--- config.mk ---
export PLATFORM = sky130hd
export DESIGN_NAME = sorted_priority_queue_flat
export DESIGN_NICKNAME = d
export VERILOG_FILES = /design/src/spq_pkg.sv /design/src/spq_if.sv /design/src/spq_ram.sv /design/src/spq_ctrl.sv /design/src/sorted_priority_queue.sv /design/src/flat_wrapper.sv
export VERILOG_INCLUDE_DIRS = /design/src /design/src/src
export SDC_FILE = /design/constraint.sdc
export NUM_CORES = 1
export LEC_CHECK = 0
export ABC_AREA = 1
export BUFFER_PORTS_ARGS = -buffer_cell sky130_fd_sc_hd__buf_2
export CORE_ASPECT_RATIO = 1.75
export CORE_MARGIN = 2
export CORE_UTILIZATION = 55
export CTS_CLUSTER_DIAMETER = 200
export DETAILED_ROUTE_END_ITERATION = 8
export PLACE_DENSITY = 0.69
export SYNTH_ARGS = -nofsm -noshare
export SYNTH_HDL_FRONTEND = slang
export SYNTH_SLANG_ARGS = --single-unit
--- constraint.sdc ---
create_clock -name clock -period 7.8 [get_ports clock]
set_input_delay 0.39 -clock clock [delete_from_list [all_inputs] [get_ports clock]]
set_output_delay 0.39 -clock clock [all_outputs]
set_load 0.05 [all_outputs]
--- src/assert_macros.svh ---
// Assertion macros shared by the queue RTL
`ifndef ASSERT_MACROS_SVH
`define ASSERT_MACROS_SVH

// check prop on every clock edge outside reset
`define SPQ_ASSERT(label, clk, rst, prop) \
   label: assert property (@(posedge clk) disable iff (rst) prop) \
      else $error("spq assertion failed");

// check prop on every clock edge, reset included
`define SPQ_ASSERT_ALWAYS(label, clk, prop) \
   label: assert property (@(posedge clk) prop) \
      else $error("spq assertion failed");

`endif

--- src/spq_pkg.sv ---
// Types and constants of the sorted priority queue
package spq_pkg;

   localparam int CAPACITY_DEF = 16;
   localparam int HANDLE_W     = 16;
   localparam int KEY_W        = 32;
   localparam int COUNT_W      = 5;

   localparam logic [1:0] KIND_PUSH       = 2'd0;
   localparam logic [1:0] KIND_POP_SECOND = 2'd1;
   localparam logic [1:0] KIND_POP_FRONT  = 2'd2;

   typedef struct packed {
      logic [HANDLE_W-1:0] handle;
      logic [KEY_W-1:0]    key;
   } entry_type;

   localparam int ENTRY_W = $bits(entry_type);

   typedef struct packed {
      logic [1:0]          kind;
      logic [HANDLE_W-1:0] item_handle;
      logic [KEY_W-1:0]    item_key;
   } req_word_type;

   typedef struct packed {
      logic                found;
      logic                fresh_empty;
      logic [HANDLE_W-1:0] out_handle;
      logic [KEY_W-1:0]    out_key;
      logic [COUNT_W-1:0]  entry_count;
      logic                dropped;
   } rsp_word_type;

   typedef struct packed {
      logic         done;
      rsp_word_type word;
   } cmp_type;

endpackage

--- src/spq_if.sv ---
// Valid/ready channel interfaces for request and response words
interface spq_req_if;
   import spq_pkg::*;
   logic         valid;
   logic         ready;
   req_word_type data;
   modport source (output valid, output data, input ready);
   modport sink (input valid, input data, output ready);
endinterface

interface spq_rsp_if;
   import spq_pkg::*;
   logic         valid;
   logic         ready;
   rsp_word_type data;
   modport source (output valid, output data, input ready);
   modport sink (input valid, input data, output ready);
endinterface

--- src/spq_ram.sv ---
// Generic one-write one-read RAM with registered read data
module spq_ram #(
   parameter int WIDTH = 8,
   parameter int DEPTH = 16
) (
   input  logic                     clock,
   input  logic                     wr_en,
   input  logic [$clog2(DEPTH)-1:0] wr_addr,
   input  logic [WIDTH-1:0]         wr_data,
   input  logic [$clog2(DEPTH)-1:0] rd_addr,
   output logic [WIDTH-1:0]         rd_data
);

   logic [WIDTH-1:0] mem_ff [DEPTH];
   logic [WIDTH-1:0] rd_data_ff;

   always_ff @(posedge clock) begin
      if (wr_en) begin
         mem_ff[wr_addr] <= wr_data;
      end
      rd_data_ff <= mem_ff[rd_addr];
   end

   assign rd_data = rd_data_ff;

endmodule

--- src/spq_ctrl.sv ---
// Sequencer that walks the slot memory for insert and remove
`include "assert_macros.svh"

module spq_ctrl #(
   parameter int CAPACITY = spq_pkg::CAPACITY_DEF
) (
   input  logic                        clock,
   input  logic                        reset,
   input  logic                        req_valid,
   input  spq_pkg::req_word_type       req_word,
   output logic                        req_ready,
   input  logic                        rsp_free,
   output spq_pkg::cmp_type            cmp,
   output logic                        wr_en,
   output logic [$clog2(CAPACITY)-1:0] wr_addr,
   output spq_pkg::entry_type          wr_data,
   output logic [$clog2(CAPACITY)-1:0] rd_addr,
   input  spq_pkg::entry_type          rd_data
);
   import spq_pkg::*;

   localparam int IDX_W = $clog2(CAPACITY);
   localparam int CNT_W = $clog2(CAPACITY + 1);

   localparam logic [2:0] S_IDLE      = 3'd0;
   localparam logic [2:0] S_PUSH      = 3'd1;
   localparam logic [2:0] S_INSERT    = 3'd2;
   localparam logic [2:0] S_POP_HEAD  = 3'd3;
   localparam logic [2:0] S_POP_SHIFT = 3'd4;

   logic [2:0]       state_ff, state_in;
   logic [CNT_W-1:0] count_ff, count_in;
   logic [IDX_W-1:0] idx_ff, idx_in;
   entry_type        new_ff, new_in;
   entry_type        out_ff, out_in;

   logic [CNT_W-1:0] cnt_inc, cnt_dec, idx_ext_inc;
   logic [IDX_W-1:0] idx_inc, idx_dec, last_idx;
   logic             accept;

   assign cnt_inc     = count_ff + CNT_W'(1);
   assign cnt_dec     = count_ff - CNT_W'(1);
   assign idx_ext_inc = CNT_W'(idx_ff) + CNT_W'(1);
   assign idx_inc     = idx_ff + IDX_W'(1);
   assign idx_dec     = idx_ff - IDX_W'(1);
   assign last_idx    = cnt_dec[IDX_W-1:0];

   assign req_ready = (state_ff == S_IDLE) && rsp_free;
   assign accept    = req_valid && req_ready;

   always_comb begin
      logic        done;
      logic        res_found;
      logic        res_fresh;
      logic        res_drop;
      entry_type   res_entry;
      logic [31:0] cnt_wide;

      state_in  = state_ff;
      count_in  = count_ff;
      idx_in    = idx_ff;
      new_in    = new_ff;
      out_in    = out_ff;
      wr_en     = 1'b0;
      wr_addr   = idx_inc;
      wr_data   = new_ff;
      rd_addr   = idx_ff;
      done      = 1'b0;
      res_found = 1'b0;
      res_fresh = 1'b0;
      res_drop  = 1'b0;
      res_entry = '0;

      unique case (state_ff)
         S_IDLE: begin
            if (accept) begin
               new_in.handle = req_word.item_handle;
               new_in.key    = req_word.item_key;
               unique case (req_word.kind)
                  KIND_PUSH: begin
                     if (count_ff >= CNT_W'(CAPACITY)) begin
                        done     = 1'b1;
                        res_drop = 1'b1;
                     end else if (count_ff == '0) begin
                        wr_en    = 1'b1;
                        wr_addr  = '0;
                        wr_data  = new_in;
                        count_in = cnt_inc;
                        done     = 1'b1;
                     end else begin
                        rd_addr  = last_idx;
                        idx_in   = last_idx;
                        state_in = S_PUSH;
                     end
                  end
                  KIND_POP_SECOND: begin
                     if (count_ff > CNT_W'(1)) begin
                        rd_addr  = IDX_W'(1);
                        idx_in   = IDX_W'(1);
                        state_in = S_POP_HEAD;
                     end else begin
                        done      = 1'b1;
                        res_fresh = 1'b1;
                     end
                  end
                  KIND_POP_FRONT: begin
                     if (count_ff != '0) begin
                        rd_addr  = '0;
                        idx_in   = '0;
                        state_in = S_POP_HEAD;
                     end else begin
                        done = 1'b1;
                     end
                  end
                  default: begin
                     done = 1'b1;
                  end
               endcase
            end
         end
         S_PUSH: begin
            wr_en = 1'b1;
            if (rd_data.key < new_ff.key) begin
               wr_data = rd_data;
               if (idx_ff == '0) begin
                  state_in = S_INSERT;
               end else begin
                  rd_addr = idx_dec;
                  idx_in  = idx_dec;
               end
            end else begin
               count_in = cnt_inc;
               done     = 1'b1;
               state_in = S_IDLE;
            end
         end
         S_INSERT: begin
            wr_en    = 1'b1;
            wr_addr  = '0;
            count_in = cnt_inc;
            done     = 1'b1;
            state_in = S_IDLE;
         end
         S_POP_HEAD: begin
            out_in = rd_data;
            if (idx_ext_inc < count_ff) begin
               rd_addr  = idx_inc;
               idx_in   = idx_inc;
               state_in = S_POP_SHIFT;
            end else begin
               count_in  = cnt_dec;
               done      = 1'b1;
               res_found = 1'b1;
               res_entry = rd_data;
               state_in  = S_IDLE;
            end
         end
         S_POP_SHIFT: begin
            wr_en   = 1'b1;
            wr_addr = idx_dec;
            wr_data = rd_data;
            if (idx_ext_inc < count_ff) begin
               rd_addr = idx_inc;
               idx_in  = idx_inc;
            end else begin
               count_in  = cnt_dec;
               done      = 1'b1;
               res_found = 1'b1;
               res_entry = out_ff;
               state_in  = S_IDLE;
            end
         end
         default: begin
            state_in = S_IDLE;
         end
      endcase

      cnt_wide              = 32'(count_in);
      cmp.done              = done;
      cmp.word.found        = res_found;
      cmp.word.fresh_empty  = res_fresh;
      cmp.word.out_handle   = res_entry.handle;
      cmp.word.out_key      = res_entry.key;
      cmp.word.entry_count  = cnt_wide[COUNT_W-1:0];
      cmp.word.dropped      = res_drop;
   end

   always_ff @(posedge clock) begin
      if (reset) begin
         state_ff <= S_IDLE;
         count_ff <= '0;
      end else begin
         state_ff <= state_in;
         count_ff <= count_in;
      end
      idx_ff <= idx_in;
      new_ff <= new_in;
      out_ff <= out_in;
   end

   `SPQ_ASSERT(count_in_range_a, clock, reset, count_ff <= CNT_W'(CAPACITY))
   `SPQ_ASSERT(walk_needs_entries_a, clock, reset, (state_ff != S_IDLE) |-> (count_ff != '0))
   `SPQ_ASSERT(drop_only_when_full_a, clock, reset, (cmp.done && cmp.word.dropped) |-> (count_ff == CNT_W'(CAPACITY)))

endmodule

--- src/sorted_priority_queue.sv ---
// Sorted priority queue top level: slot memory, sequencer, response register
//
//   channel   dir   handshake     word
//   req_chan  in    valid/ready   kind, item_handle, item_key
//   rsp_chan  out   valid/ready   found, fresh_empty, out_handle, out_key,
//                                 entry_count, dropped
//
// Push and pop walk the single-port-read slot memory entry by entry; refused
// and empty cases are answered from the idle state without a walk.
// One request is worked at a time; a new one is taken once the response
// register is empty or being drained. Reset empties the queue at once.
// A stalled response holds its register and blocks further requests.
`include "assert_macros.svh"

module sorted_priority_queue #(
   parameter int CAPACITY = spq_pkg::CAPACITY_DEF
) (
   input  logic      clock,
   input  logic      reset,
   spq_req_if.sink   req_chan,
   spq_rsp_if.source rsp_chan
);
   import spq_pkg::*;

   localparam int IDX_W = $clog2(CAPACITY);

   logic             wr_en;
   logic [IDX_W-1:0] wr_addr, rd_addr;
   entry_type        wr_data, rd_data;
   cmp_type          cmp;
   logic             rsp_free;

   logic             rsp_valid_ff;
   rsp_word_type     rsp_word_ff;

   spq_ram #(
      .WIDTH (ENTRY_W),
      .DEPTH (CAPACITY)
   ) u_slots (
      .clock   (clock),
      .wr_en   (wr_en),
      .wr_addr (wr_addr),
      .wr_data (wr_data),
      .rd_addr (rd_addr),
      .rd_data (rd_data)
   );

   spq_ctrl #(
      .CAPACITY (CAPACITY)
   ) u_ctrl (
      .clock     (clock),
      .reset     (reset),
      .req_valid (req_chan.valid),
      .req_word  (req_chan.data),
      .req_ready (req_chan.ready),
      .rsp_free  (rsp_free),
      .cmp       (cmp),
      .wr_en     (wr_en),
      .wr_addr   (wr_addr),
      .wr_data   (wr_data),
      .rd_addr   (rd_addr),
      .rd_data   (rd_data)
   );

   assign rsp_free = !rsp_valid_ff || rsp_chan.ready;

   always_ff @(posedge clock) begin
      if (reset) begin
         rsp_valid_ff <= 1'b0;
      end else if (cmp.done) begin
         rsp_valid_ff <= 1'b1;
      end else if (rsp_chan.ready) begin
         rsp_valid_ff <= 1'b0;
      end
      if (cmp.done) begin
         rsp_word_ff <= cmp.word;
      end
   end

   assign rsp_chan.valid = rsp_valid_ff;
   assign rsp_chan.data  = rsp_word_ff;

   `SPQ_ASSERT(no_overwrite_a, clock, reset, (rsp_valid_ff && !rsp_chan.ready) |-> !cmp.done)
   `SPQ_ASSERT(hold_word_a, clock, reset, (rsp_valid_ff && !rsp_chan.ready) |=> $stable(rsp_word_ff))
   `SPQ_ASSERT_ALWAYS(reset_empties_a, clock, reset |=> !rsp_valid_ff)

endmodule

--- src/flat_wrapper.sv ---
// flat-port wrapper written by rule: the top's interface ports become plain ports
module sorted_priority_queue_flat import spq_pkg::*;
#(
   parameter int CAPACITY = spq_pkg::CAPACITY_DEF
)
  (clock, reset, req_chan_valid, req_chan_data, req_chan_ready, rsp_chan_valid, rsp_chan_data, rsp_chan_ready);
  spq_req_if req_chan_i ();
  spq_rsp_if rsp_chan_i ();
  input  logic clock;
  input  logic reset;
  input wire logic [$bits(req_chan_i.valid)-1:0] req_chan_valid;
  input wire logic [$bits(req_chan_i.data)-1:0] req_chan_data;
  output wire logic [$bits(req_chan_i.ready)-1:0] req_chan_ready;
  output wire logic [$bits(rsp_chan_i.valid)-1:0] rsp_chan_valid;
  output wire logic [$bits(rsp_chan_i.data)-1:0] rsp_chan_data;
  input wire logic [$bits(rsp_chan_i.ready)-1:0] rsp_chan_ready;
  assign req_chan_i.valid = req_chan_valid;
  assign req_chan_i.data = req_chan_data;
  assign req_chan_ready = req_chan_i.ready;
  assign rsp_chan_valid = rsp_chan_i.valid;
  assign rsp_chan_data = rsp_chan_i.data;
  assign rsp_chan_i.ready = rsp_chan_ready;
  sorted_priority_queue #(.CAPACITY(CAPACITY)) u_core (.clock(clock), .reset(reset), .req_chan(req_chan_i), .rsp_chan(rsp_chan_i));
endmodule
==> results.json <==
{
  "synth_area_um2": 43300,
  "placementRows": 136,
  "r2r-end": "u_core.u_slots.rd_data[46]",
  "powerDensity_nw_per_um2": 416,
  "rrSetupSlack_ns": 2.51,
  "p_total_w": 0.0199,
  "grt_pass1_wl_mm": 170,
  "critPathMaxFanout": 112,
  "dp_slack_ns": 2.57,
  "synth_flop_cell": "edfxtp_1",
  "worst-path-buf-inv": 3,
  "cts_tree": "yes",
  "routedWlPerCell_um": 22.0,
  "p_int_w": 0.0116,
  "fill_cells": 6095,
  "rsz0062_at_grt": "no",
  "worstSetupEndpoint": "u_core.u_slots.rd_data[46]",
  "core-area_um2": 78300,
  "port_buffers": 111,
  "vias_per_cell": 5.79,
  "finalSetupTns_ns": 0,
  "ys_seq_area_share_pct": 66.7,
  "overflow": 0,
  "clkSlewWorstSetupHoldPaths_ns": 0.07,
  "track_usage_pct": 27.9,
  "worstSetupPathDepth": 20,
  "dr.pass1.iters": 8,
  "ctsLongestPathBuffers": 3,
  "yosys_register_bits": 981,
  "p_seq_share_pct": 37.8,
  "slowest_stage": "inv_2",
  "wirelength_mm": 114,
  "failed_checks": "max-capacitance violations",
  "grt_pass1_vias": 28441,
  "clock-sinks": 981,
  "drt_iter0_drc": 3568,
  "final_common_cell": "edfxtp_1",
  "maxSlewViolCount": 0,
  "fmax_mhz": 189,
  "layout_min_cycle_time_ns": 5.29,
  "max-vdd-ir-drop_mv": 0.481,
  "die_h_um": 375,
  "p_comb_share_pct": 41.1,
  "fin_util_pct": 61.3,
  "net-switching-power_w": 0.00836,
  "status": "finished with violations",
  "crit_required_ns": 8.36,
  "period_share_pct": 67.8,
  "final.setup.worst_slack_ns": 2.51,
  "synth_area_per_cell_um2": 10.9,
  "initial_utilization_pct": 55.3,
  "slowest_delay_ns": 0.74,
  "reg2reg_from": "u_core.u_ctrl.idx_ff[0]",
  "setup_viol": 0,
  "antenna_left": 0,
  "fin_skew_ns": 0.0316,
  "p_sw_share_pct": 41.9,
  "vias": 29917,
  "path_delay_family": "simple AND/OR/NAND/NOR gates",
  "crit_path_frequent_cell": "nand2_1",
  "area_delta_synth_final_pct": 10.8,
  "antenna_found_initial": 2,
  "power_frac_clock_pct": 21.2,
  "syn_inst": 3984,
  "drv_cap": 1,
  "ys_types": 46,
  "remaining_drc_errors": 0,
  "numCtsBuffers": 82,
  "fp.dieArea_um2": 81000,
  "drive_above_1_share_pct": 8.62,
  "cp-startpoint": "u_core.u_ctrl.idx_ff[0]",
  "p_leak_nw": 19.3,
  "cts-root-buf": "clkbuf_16",
  "postCtsSetupBuffers": 0,
  "synth_area_leaders": "edfxtp_1 (64%), nand3_1 (10%), inv_1 (5.8%)",
  "synth_edf_count": 920,
  "layout.nets": 4160,
  "yosys.area.top_type": "edfxtp_1",
  "h-tree-depth": 3,
  "yosysTopAreaCellShare_pct": 63.8,
  "min_path_type": "input pin to register",
  "clock_latency_ns": 0.69,
  "synth_nets": 4083,
  "synth-async-reset-ratio_pct": 0,
  "tightest_slew_ns": 1.50,
  "end_kind": "register",
  "grt_start_max_net_pins": 209,
  "hpwl_mm": 59.2,
  "layout_common_cells": "edfxtp_1 (920), nand3_1 (888), inv_1 (664)",
  "crit_type": "register to register",
  "hold_viol": 0,
  "arrival_ns": 5.85,
  "yosys_warnings": 0,
  "slew_headroom_pct": 0.299,
  "r2r_cells": 20,
  "start_kind": "register",
  "pin_count": 112,
  "routabilityCongestion": 0.938,
  "worstPathCellList": "ha_1 > xor2_1 > ha_1 > nand2_1 > inv_1 > o21ai_0 > nand3_1 > inv_2 > nor2_4 > nor2_1 > nand2_1 > nand2_1 > nand2_8 > nand2_8 > buf_12 > nand2_1 > nand3_1 > nand3_1 > nand3_1 > nand2_1",
  "die_w_um": 216,
  "hold_ws_ns": 0.116
}
-- state kept, by name, indices dropped and copies added, names as in the netlist --
signal	flops
u_core.u_ctrl.state_ff	3
u_core.u_ctrl.new_ff	48
u_core.rsp_chan.data	56
u_core.u_slots.mem_ff	768
u_core.u_ctrl.count_ff	5
u_core.u_ctrl.out_ff	48
u_core.rsp_chan.valid	1
u_core.u_slots.rd_data	48
u_core.u_ctrl.idx_ff	4
-- synthesized netlist by cell type, types with 2 or more instances --
master,n
edfxtp_1,920
nand3_1,888
inv_1,664
nand2_1,660
nand3b_1,192
buf_2,119
clkbuf_1,81
a21oi_1,75
nor2_1,66
dfxtp_1,61
ha_1,45
a221oi_1,28
o21ai_0,28
a22oi_1,27
buf_4,15
buf_1,12
inv_2,12
o22ai_1,10
nand4_1,8
nor2_4,8
nor3_1,8
xor2_1,8
buf_6,7
nand2_2,5
o211ai_1,5
nor2_2,4
nand2_4,3
a211oi_1,2
a31oi_1,2
a41oi_1,2
nor4_1,2
o21a_1,2
o21ai_1,2
-- cell families (layout without fill, tap and decap cells) --
kind of cell | Yosys count | in the layout | synth area share [%]
simple gates | 1849 | 1849 | 20.6
flops | 981 | 981 | 66.7
buf+inv | 913 | 1059 | 8.52
compound gates | 187 | 187 | 2.71
fa+ha+maj | 45 | 45 | 1.30
xor+xnor | 9 | 9 | 0.182
other cells | 0 | 1 | 0
-- worst min-delay path by stage --
stage / start / end / slack [ns] / cells past startpoint
after floorplan: u_core.u_slots.rd_data[41] / u_core.u_ctrl.out_ff[41] / 0.43 / 0
after global placement: u_core.u_slots.rd_data[38] / u_core.u_ctrl.out_ff[38] / 0.45 / 0
after detailed placement: u_core.u_slots.rd_data[38] / u_core.u_ctrl.out_ff[38] / 0.45 / 0
after CTS: rsp_chan_ready / u_core.rsp_chan.valid / 0.08 / 4
after global routing: rsp_chan_ready / u_core.rsp_chan.valid / 0.13 / 4
final: rsp_chan_ready / u_core.rsp_chan.valid / 0.12 / 4
-- through the flow --
step | cells | area, µm²
3_5_place_dp | 4963 | 44700
3_3_place_gp | 4963 | 44700
2_1_floorplan | 3984 | 43300
4_1_cts | 5165 | 48000
6_report | 5166 | 48000
5_1_grt | 5166 | 48000
-- routing by layer --
metal  global-route usage (%)  share of wire (%)  vias up
li1                         -                  -    13698
met1                     35.9                 38    14511
met2                     47.1                 49     1418
met3                     4.17                8.2      288
met4                     12.1                4.2        2
met5                        0             0.0097        -
-- cell type report --
| class | instances | area, µm² | share of cell area, % |
|---|---|---|---|
| repair buffers | 227 | 1610 | 3.36 |
| well taps | 1035 | 1290 | 2.70 |
| flip-flops and latches | 981 | 28800 | 60.1 |
| inverters | 679 | 2550 | 5.32 |
| multi-input cells | 2090 | 10900 | 22.8 |
| clock inverters | 37 | 438 | 0.913 |
| clock buffers | 116 | 2290 | 4.78 |
| diodes | 1 | 2.50 | 0.00522 |
-- worst min-delay path, cell delays in order --
cell	delay [ns]
buf_2	0.07
nor2_1	0.06
o21ai_0	0.16
inv_1	0.05
-- power groups by stage --
stage          registers, W  logic [W]  clock network [W]
2_1_floorplan       0.00776    0.00553                  0
3_3_place_gp        0.00761    0.00797                  0
3_5_place_dp        0.00762    0.00807                  0
4_1_cts             0.00751    0.00812            0.00427
5_1_grt             0.00757    0.00894            0.00445
6_report            0.00753    0.00819            0.00422
-- timing repair --
item / 4_1_cts / 5_1_grt
hold buffers: 49 / 0
gates resized for setup: 0 / 0
setup endpoints to repair: 0 / 0
endpoints found under the hold margin: 51 / 0
(Power assumes the default switching activity.)
